### config.mk
export PLATFORM = sky130hd
export DESIGN_NAME = sobol_sequence_point_unit_flat
export DESIGN_NICKNAME = d
export VERILOG_FILES = /design/src/sobpt_pkg.sv /design/src/sobpt_ifs.sv /design/src/sobpt_cell.sv /design/src/sobol_sequence_point_unit.sv /design/src/flat_wrapper.sv
export SDC_FILE = /design/constraint.sdc
export NUM_CORES = 2
export LEC_CHECK = 0
export BUFFER_PORTS_ARGS = -buffer_cell sky130_fd_sc_hd__buf_2
export CAP_MARGIN = 20
export CORE_MARGIN = 5
export CORE_UTILIZATION = 62
export DETAILED_ROUTE_END_ITERATION = 12
export PLACE_DENSITY = 0.81
export SKIP_CTS_REPAIR_TIMING = 1
export SLEW_MARGIN = 40
export SYNTH_ARGS = -nofsm -noshare
export SYNTH_HDL_FRONTEND = slang
export SYNTH_SLANG_ARGS = --single-unit
### constraint.sdc
create_clock -name clk -period 44.2 [get_ports clk]
set_clock_uncertainty 0.2 [all_clocks]
set_input_delay 13.26 -clock clk [delete_from_list [all_inputs] [get_ports clk]]
set_output_delay 13.26 -clock clk [all_outputs]
set_load 0.02 [all_outputs]
### src/sobpt_pkg.sv
// ----------------------------------------------------------------------------
// sobpt_pkg: shared types and constants for the Sobol point unit
// Field widths, the cell data word and the direction table, which is built
// from the fixed primitive polynomials when the design is elaborated.
// ----------------------------------------------------------------------------
package sobpt_pkg;

  localparam int DIMENSIONS    = 7;
  localparam int FRACTION_BITS = 32;
  localparam int DIM_W         = 3;
  localparam int INDEX_W       = 64;
  localparam int DIM_IDX_W     = (DIMENSIONS > 1) ? $clog2(DIMENSIONS) : 1;

  // degree and inner coefficients (bit j-1 is a_j) of each polynomial
  localparam int POLY_DEGREE [DIMENSIONS] = '{0, 1, 2, 3, 4, 5, 6};
  localparam int POLY_INNER  [DIMENSIONS] = '{0, 0, 1, 1, 1, 2, 1};

  typedef logic [DIMENSIONS-1:0][FRACTION_BITS-1:0] dir_col_t;
  typedef dir_col_t [FRACTION_BITS-1:0]             dir_table_t;

  // one slot of the cell chain
  typedef struct packed {
    logic                     valid;
    logic                     bad;
    logic [DIM_W-1:0]         dim;
    logic [FRACTION_BITS-1:0] gray;
    logic [FRACTION_BITS-1:0] acc;
  } cell_data_t;

  // Bratley-Fox recurrence, all initial m = 1; tbl[k-1][d] holds v_k of d
  function automatic dir_table_t build_dir_table();
    dir_table_t  tbl;
    logic [63:0] m [0:FRACTION_BITS];
    logic [63:0] mk;
    int          s;
    tbl = '0;
    for (int d = 0; d < DIMENSIONS; d++) begin
      for (int k = 0; k <= FRACTION_BITS; k++) begin
        m[k] = 64'd0;
      end
      s = POLY_DEGREE[d];
      for (int k = 1; k <= FRACTION_BITS; k++) begin
        if (s == 0 || k <= s) begin
          mk = 64'd1;
        end else begin
          mk = m[k-s] ^ (m[k-s] << s);
          for (int j = 1; j < s; j++) begin
            if (((POLY_INNER[d] >> (j - 1)) & 1) != 0) begin
              mk = mk ^ (m[k-j] << j);
            end
          end
        end
        m[k] = mk & 64'h0000_0000_FFFF_FFFF;
        tbl[k-1][d] = FRACTION_BITS'(m[k] << (FRACTION_BITS - k));
      end
    end
    return tbl;
  endfunction

  localparam dir_table_t DIR_TABLE = build_dir_table();

endpackage

### src/sobpt_ifs.sv
// ----------------------------------------------------------------------------
// sobpt_ifs: channel interfaces of the Sobol point unit
// Valid/ready channels for the request (dimension, index) and the result.
// ----------------------------------------------------------------------------
interface sobpt_in_if import sobpt_pkg::*; ();
  logic               valid;
  logic               ready;
  logic [DIM_W-1:0]   dimension;
  logic [INDEX_W-1:0] point_index;

  modport source (output valid, output dimension, output point_index, input ready);
  modport sink   (input valid, input dimension, input point_index, output ready);
endinterface

interface sobpt_out_if import sobpt_pkg::*; ();
  logic                     valid;
  logic                     ready;
  logic [FRACTION_BITS-1:0] coordinate;
  logic                     bad_dimension;

  modport source (output valid, output coordinate, output bad_dimension, input ready);
  modport sink   (input valid, input coordinate, input bad_dimension, output ready);
endinterface

### src/sobpt_cell.sv
// ----------------------------------------------------------------------------
// sobpt_cell: one Gray bit of the XOR reduction
// Consumes the low Gray bit, XORs in the direction word of the selected
// dimension for this bit position, and hands the slot to the next cell.
// ----------------------------------------------------------------------------
module sobpt_cell import sobpt_pkg::*; (
  input  logic       clk,
  input  logic       rst_n,
  input  logic       en,
  input  dir_col_t   dir_col,
  input  cell_data_t d_in,
  output cell_data_t d_out
);

  cell_data_t               data_r;
  logic [FRACTION_BITS-1:0] word;
  logic [FRACTION_BITS-1:0] acc_nxt;
  logic [FRACTION_BITS-1:0] gray_nxt;

  always_comb begin
    word     = d_in.bad ? '0 : dir_col[d_in.dim[DIM_IDX_W-1:0]];
    acc_nxt  = d_in.gray[0] ? (d_in.acc ^ word) : d_in.acc;
    gray_nxt = d_in.gray >> 1;
  end

  // only the valid bit is reset; the payload follows the enable
  always_ff @(posedge clk) begin
    if (!rst_n) begin
      data_r.valid <= 1'b0;
    end else if (en) begin
      data_r.valid <= d_in.valid;
    end
    if (en) begin
      data_r.bad  <= d_in.bad;
      data_r.dim  <= d_in.dim;
      data_r.gray <= gray_nxt;
      data_r.acc  <= acc_nxt;
    end
  end

  assign d_out = data_r;

endmodule

### src/sobol_sequence_point_unit.sv
// ----------------------------------------------------------------------------
// sobol_sequence_point_unit: Sobol coordinate from dimension and point index
// Gray-code Sobol generator over a chain of XOR cells.
// ----------------------------------------------------------------------------
// A request carries a dimension (0..6) and a 64-bit point index; the result
// is the coordinate as an unsigned 0.32 fraction. The Gray code of the index
// walks a chain of FRACTION_BITS (32) cells, one Gray bit per cell, and a new
// request is accepted every cycle unless a result waits untaken at the output.
// The last cell is the output register; while a result is not taken the whole
// chain holds. Dimension 7 returns bad_dimension = 1 with a zero coordinate.
// Direction words are constants, no fill after reset.
module sobol_sequence_point_unit import sobpt_pkg::*; (
  input  logic         clk,
  input  logic         rst_n,
  sobpt_in_if.sink     in_ch,
  sobpt_out_if.source  out_ch
);

  cell_data_t chain [FRACTION_BITS+1];
  logic       advance;

  assign advance = !chain[FRACTION_BITS].valid || out_ch.ready;
  assign in_ch.ready = advance;

  assign chain[0] = '{valid: in_ch.valid,
                      bad:   (in_ch.dimension >= DIM_W'(DIMENSIONS)),
                      dim:   in_ch.dimension,
                      gray:  in_ch.point_index[FRACTION_BITS-1:0]
                           ^ in_ch.point_index[FRACTION_BITS:1],
                      acc:   '0};

  for (genvar k = 0; k < FRACTION_BITS; k++) begin : g_cell
    sobpt_cell u_cell (
      .clk     (clk),
      .rst_n   (rst_n),
      .en      (advance),
      .dir_col (DIR_TABLE[k]),
      .d_in    (chain[k]),
      .d_out   (chain[k+1])
    );
  end

  assign out_ch.valid         = chain[FRACTION_BITS].valid;
  assign out_ch.coordinate    = chain[FRACTION_BITS].acc;
  assign out_ch.bad_dimension = chain[FRACTION_BITS].bad;

  // out-of-range dimension never picks up a direction word
  a_bad_zero: assert property (@(posedge clk) disable iff (!rst_n)
    out_ch.valid && out_ch.bad_dimension |-> out_ch.coordinate == '0)
    else $error("bad dimension result with nonzero coordinate");

  // every Gray bit has been consumed by the time a slot leaves the chain
  a_gray_used: assert property (@(posedge clk) disable iff (!rst_n)
    chain[FRACTION_BITS].valid |-> chain[FRACTION_BITS].gray == '0)
    else $error("Gray bits left at chain end");

  a_reset_empty: assert property (@(posedge clk)
    rst_n && $past(!rst_n) |-> !out_ch.valid)
    else $error("result valid right after reset");

endmodule

### src/flat_wrapper.sv
// flat-port wrapper written by rule: the top's interface ports become plain ports
module sobol_sequence_point_unit_flat import sobpt_pkg::*;
  (clk, rst_n, in_ch_valid, in_ch_dimension, in_ch_point_index, in_ch_ready, out_ch_valid, out_ch_coordinate, out_ch_bad_dimension, out_ch_ready);
  sobpt_in_if in_ch_i ();
  sobpt_out_if out_ch_i ();
  input  logic clk;
  input  logic rst_n;
  input wire logic [$bits(in_ch_i.valid)-1:0] in_ch_valid;
  input wire logic [$bits(in_ch_i.dimension)-1:0] in_ch_dimension;
  input wire logic [$bits(in_ch_i.point_index)-1:0] in_ch_point_index;
  output wire logic [$bits(in_ch_i.ready)-1:0] in_ch_ready;
  output wire logic [$bits(out_ch_i.valid)-1:0] out_ch_valid;
  output wire logic [$bits(out_ch_i.coordinate)-1:0] out_ch_coordinate;
  output wire logic [$bits(out_ch_i.bad_dimension)-1:0] out_ch_bad_dimension;
  input wire logic [$bits(out_ch_i.ready)-1:0] out_ch_ready;
  assign in_ch_i.valid = in_ch_valid;
  assign in_ch_i.dimension = in_ch_dimension;
  assign in_ch_i.point_index = in_ch_point_index;
  assign in_ch_ready = in_ch_i.ready;
  assign out_ch_valid = out_ch_i.valid;
  assign out_ch_coordinate = out_ch_i.coordinate;
  assign out_ch_bad_dimension = out_ch_i.bad_dimension;
  assign out_ch_i.ready = out_ch_ready;
  sobol_sequence_point_unit u_core (.clk(clk), .rst_n(rst_n), .in_ch(in_ch_i), .out_ch(out_ch_i));
endmodule
### Word level (Yosys, flattened, before mapping)

Memory sizes are Yosys's and may differ from the RTL's. A register that Yosys moved wholly into a read port is not among the register bits.
Index checks and enable logic that the tools add are counted.

* flip-flop bits (word level): 1645
* bits in read-only memories: 8192
* input bits: 71
* output and inout bits: 35
* logic and storage cells: 381
* memories: 32

Memories
* (no name shown): words 8, bits a word 32, rd ports 1, clocked after Yosys merged registers in 1, wr ports 0, line sobpt_cell.sv:21 `word = d_in.bad ? '0 : dir_col[d_in.dim[DIM_IDX_W-1:0]];`
* (no name shown): words 8, bits a word 32, rd ports 1, clocked after Yosys merged registers in 1, wr ports 0, line sobpt_cell.sv:21
* (no name shown): words 8, bits a word 32, rd ports 1, clocked after Yosys merged registers in 1, wr ports 0, line sobpt_cell.sv:21
* (no name shown): words 8, bits a word 32, rd ports 1, clocked after Yosys merged registers in 1, wr ports 0, line sobpt_cell.sv:21
* (no name shown): words 8, bits a word 32, rd ports 1, clocked after Yosys merged registers in 1, wr ports 0, line sobpt_cell.sv:21
* (no name shown): words 8, bits a word 32, rd ports 1, clocked after Yosys merged registers in 1, wr ports 0, line sobpt_cell.sv:21
* +26 memories

* order comparisons: 32
* mux-type cells: 124
* bitwise logic cells: 33
* reduce and logical (&&, ||, !) cells: 3

Operator list (number)
* $mux 32: 93
* $xor 32x32->32: 32
* $lt 3x4->1 const B: 31
* $mux 3: 31
* $ge 3x3->1 const B: 1
* $reduce_or 2->1: 1
* $logic_not 1->1: 1
* $logic_or 1x1->1: 1
* $not 1->1: 1

### Logic depth before layout (Yosys ltp)

* depth after elaboration: 5
* depth in mapped cells: 11
* gate-level depth less buffers: 7

### Cells and area by module

From an unflattened synthesis, not the netlist that was laid out.

* cell total of the unflattened synthesis: 9444
* area total of the unflattened synthesis: 145639.7 µm²

Modules (own cells, without submodules)
* sobpt_cell: instances 32, cells an instance 294, area an instance 4541.9 µm², seq. area each 2031.9 µm²
* sobol_sequence_point_unit: instances 1, cells an instance 36, area an instance 300.3 µm², seq. area each 0.0 µm²

### Least setup slack after synthesis

OpenSTA, ideal clock, no wires.

* kind: input port to output port
* start: input port out_ch_ready
* end: output port in_ch_ready
* arrival time: 27.218 ns
* setup slack: 3.522 ns
* cell stages on the path: 7
* cell sequence: nor2b_4 > buf_6 > inv_2 > buf_6 > buf_6 > buf_4 > buf_2

* cells in the longest elaborated chain, start to end: 1

Ends and longest elaborated chain
* start, declared: line flat_wrapper.sv:15 `input wire logic [$bits(out_ch_i.ready)-1:0] out_ch_ready;`
* $logic_or 1x1->1: line sobol_sequence_point_unit.sv:22 `assign advance = !chain[FRACTION_BITS].valid || out_ch.ready;`
* end, declared: line flat_wrapper.sv:11 `output wire logic [$bits(in_ch_i.ready)-1:0] in_ch_ready;`

No other way between the ends.

### Worst setup path in the final report

Same ends and word-level chain as after synthesis.

==> run_results.csv <==
group,metric,value,unit
place,port-buffer-count,74,
timing,final_max_slew_viol_count,0,
pwr,vdd_drop_max,42.0,µV
synthesis,synth.yosys.seq_area_share,0.756,
routing,wl,85000,µm
final_layout,finish.net_count,3839,
timing,period_needed,28180,ps
final_layout,flow.area_growth_from_synthesis,10.8,%
worst_setup_path,cpPeakStageDelay,540,ps
synthesis,synth.yosys.warnings,0,
worst_setup_path,regToRegStartpoint,"u_core.g_cell[31].u_cell.d_out[68]",
floorplan,fp.dieArea,97700,µm²
timing,tightest_slew,907,ps
outcome,run_status,"finished, final reports clean",
final_layout,fin_util,0.689,
routing,detail_route.iter0.violations,2124,
synthesis,synth-async-reset-ratio,0,
min_path,min_from,"u_core.g_cell[13].u_cell.d_out[43]",
timing,max_freq,0.0355,GHz
final_layout,final_layout_size_suffix_gt1_frac,0.113,
place,dp_slack,16020,ps
routing,drc,0,
grt,grt_util_all_layers,0.175,
clocking,clk_pin_slew_worst_paths,60,ps
worst_setup_path,path_common_cell,"buf_2",
timing,setup_ws_final,16020,ps
synthesis,commonest_register_cell_after_synthesis,"edfxtp_1",
worst_setup_path,critical_path_rt,30740,ps
routing,wl_per_cell,16.9,µm
floorplan,die_height,313,µm
synthesis,postSynthAreaPerCell,15.7,µm²
timing,tns,0,ps
synthesis,syn_inst,3623,
min_path,min_path_type,"register to register",
place,gp_congestion,0.776,
worst_setup_path,critical-path-slowest-cell,"inv_8",
place,detailed_place_hpwl,51500,µm
timing,final_min_period_over_clock_period,0.638,
clocking,cts_max_path_buffers,3,
pwr,power_per_cell_area,57.9,nW/µm²
timing,final_hold_viol_count,0,
floorplan,die_boundary_width,313,µm
floorplan,number_of_core_rows,111,
final_layout,nFillCells,5743,
synthesis,ys_ff_latch,1571,
pwr,leakagePower,23.7,nW
clocking,cts_buffer_count,148,
synthesis,synth_enable_flop_cells,1149,
grt,gr-total-overflow,0,
clocking,tritoncts,"yes",
timing,setup_viol,0,
synthesis,syn_area,56800,µm²
worst_setup_path,crit_fanout,104,
worst_setup_path,worstSetupStartpointType,"primary input",
worst_setup_path,worstPathCellList,"buf_2, nor2b_4, inv_8, buf_2",
pwr,power,3.64,mW
timing,whs,203,ps
worst_setup_path,critPathArrivalTime,14720,ps
worst_setup_path,worst_setup_path_end_kind,"output pin",
clocking,clock_sink_count,1571,
routing,routed_via_density,5.23,
clocking,cts-root-buf,"clkbuf_16",
grt,first_pass_grt_wire_length,137000,µm
timing,rsz0062_at_grt,"no",
worst_setup_path,worst_setup_sp,"out_ch_ready",
synthesis,synth_fp_nets,3747,
run,maxCapViolations,0,
timing,slew_headroom,0.395,
grt,via_count_of_the_first_global_routing_pass,26533,
worst_setup_path,worstSetupPathType,"primary input to output pin",
synthesis,synth.lib_cells_used.distinct,65,
floorplan,coreArea,91200,µm²
final_layout,antenna-diode-count,0,
clocking,ctsHtreeMaxLevel,4,
floorplan,initial_utilization,0.622,
grt,grt_max_degree,159,
grt,grt_antenna_before_repair,1,
routing,final_antenna_net_count,0,
clocking,clock_insertion_delay_at_the_later_pin_of_the_skew_report,740,ps
floorplan,num_io_pins,106,
routing,drt_pass1_iterations,5,
routing,via_count,26291,
through the flow:
stage,cells,area [µm²]
finish,5025,62900
global route,5025,62900
CTS,5024,62800
detailed placement,4750,58100
global placement,4749,58000
floorplan,3623,56800
layout make-up:
cell class	count	area (µm²)	share of cell area
clock inverters	65	574	0.00913
flip-flops and latches	1571	43000	0.683
inverters	79	304	0.00483
repair buffers	106	723	0.0115
clock buffers	209	4190	0.0666
well taps	1186	1480	0.0236
multi-input cells	1809	12700	0.202
cells in the final DEF, fill, tap and decap left out, drive strengths merged, types with 46 or more instances in the layout:
master	count
o21ai	54
clkbuf	209
ha	53
edfxtp	1149
nand2	519
mux2i	155
xnor2	481
nor2b	76
xor2	46
dfxtp	422
nor2	84
inv	85
mux2	58
buf	106
a21oi	57
clkinv	47
cell usage after synthesis, types with 57 or more instances:
library cell	count	area [µm²]
a21oi_1	57	285
clkbuf_1	75	282
dfxtp_1	422	8450
edfxtp_1	1149	34500
inv_1	73	274
mux2_2	58	653
mux2i_1	130	1300
nand2_1	519	1950
nor2_1	84	315
nor2b_1	75	469
xnor2_1	481	4210
logic make-up (layout without fill, tap and decap cells):
family                     Yosys count  count (layout)  share of synthesized area
AOI/OAI and AO/OA                  228             228                     0.0257
xor gates and xnor gates           527             527                     0.0813
muxes                              213             213                     0.0425
buffers and inverters              243             459                     0.0214
and+or+nand+nor                    786             786                     0.0607
adders and majority gates           55              55                     0.0120
DFF                               1571            1571                      0.756
layer usage:
metal,global-route usage,part of all wire
met1,0.224,0.41
met2,0.303,0.51
met3,0.0335,0.048
met4,0.0610,0.027
met5,0,0
final timing paths:
| check | endpoint | slack [ps] | depth (start not counted) |
|---|---|---|---|
| max | in_ch_ready | 16020 | 4 |
| min | u_core.g_cell[14].u_cell.d_out[42] | 200 | 0 |
| max reg2reg | register | 38540 | 9 |
| min reg2reg | u_core.g_cell[14].u_cell.d_out[42] | 200 | 0 |
power breakdown:
group | switching, mW | total [mW] | internal (mW) | leakage, nW
clock network | 0.516 | 1.22 | 0.705 | 2.32
registers | 0.144 | 2.10 | 1.96 | 15.8
logic | 0.149 | 0.324 | 0.175 | 5.63
total | 0.808 | 3.64 | 2.84 | 23.7
critical path: cells and delay by family:
family                 cells  cell delay [ps]
AND/OR/NAND/NOR            1              130
buffers and inverters      3             1260
(Power assumes the default switching activity.)
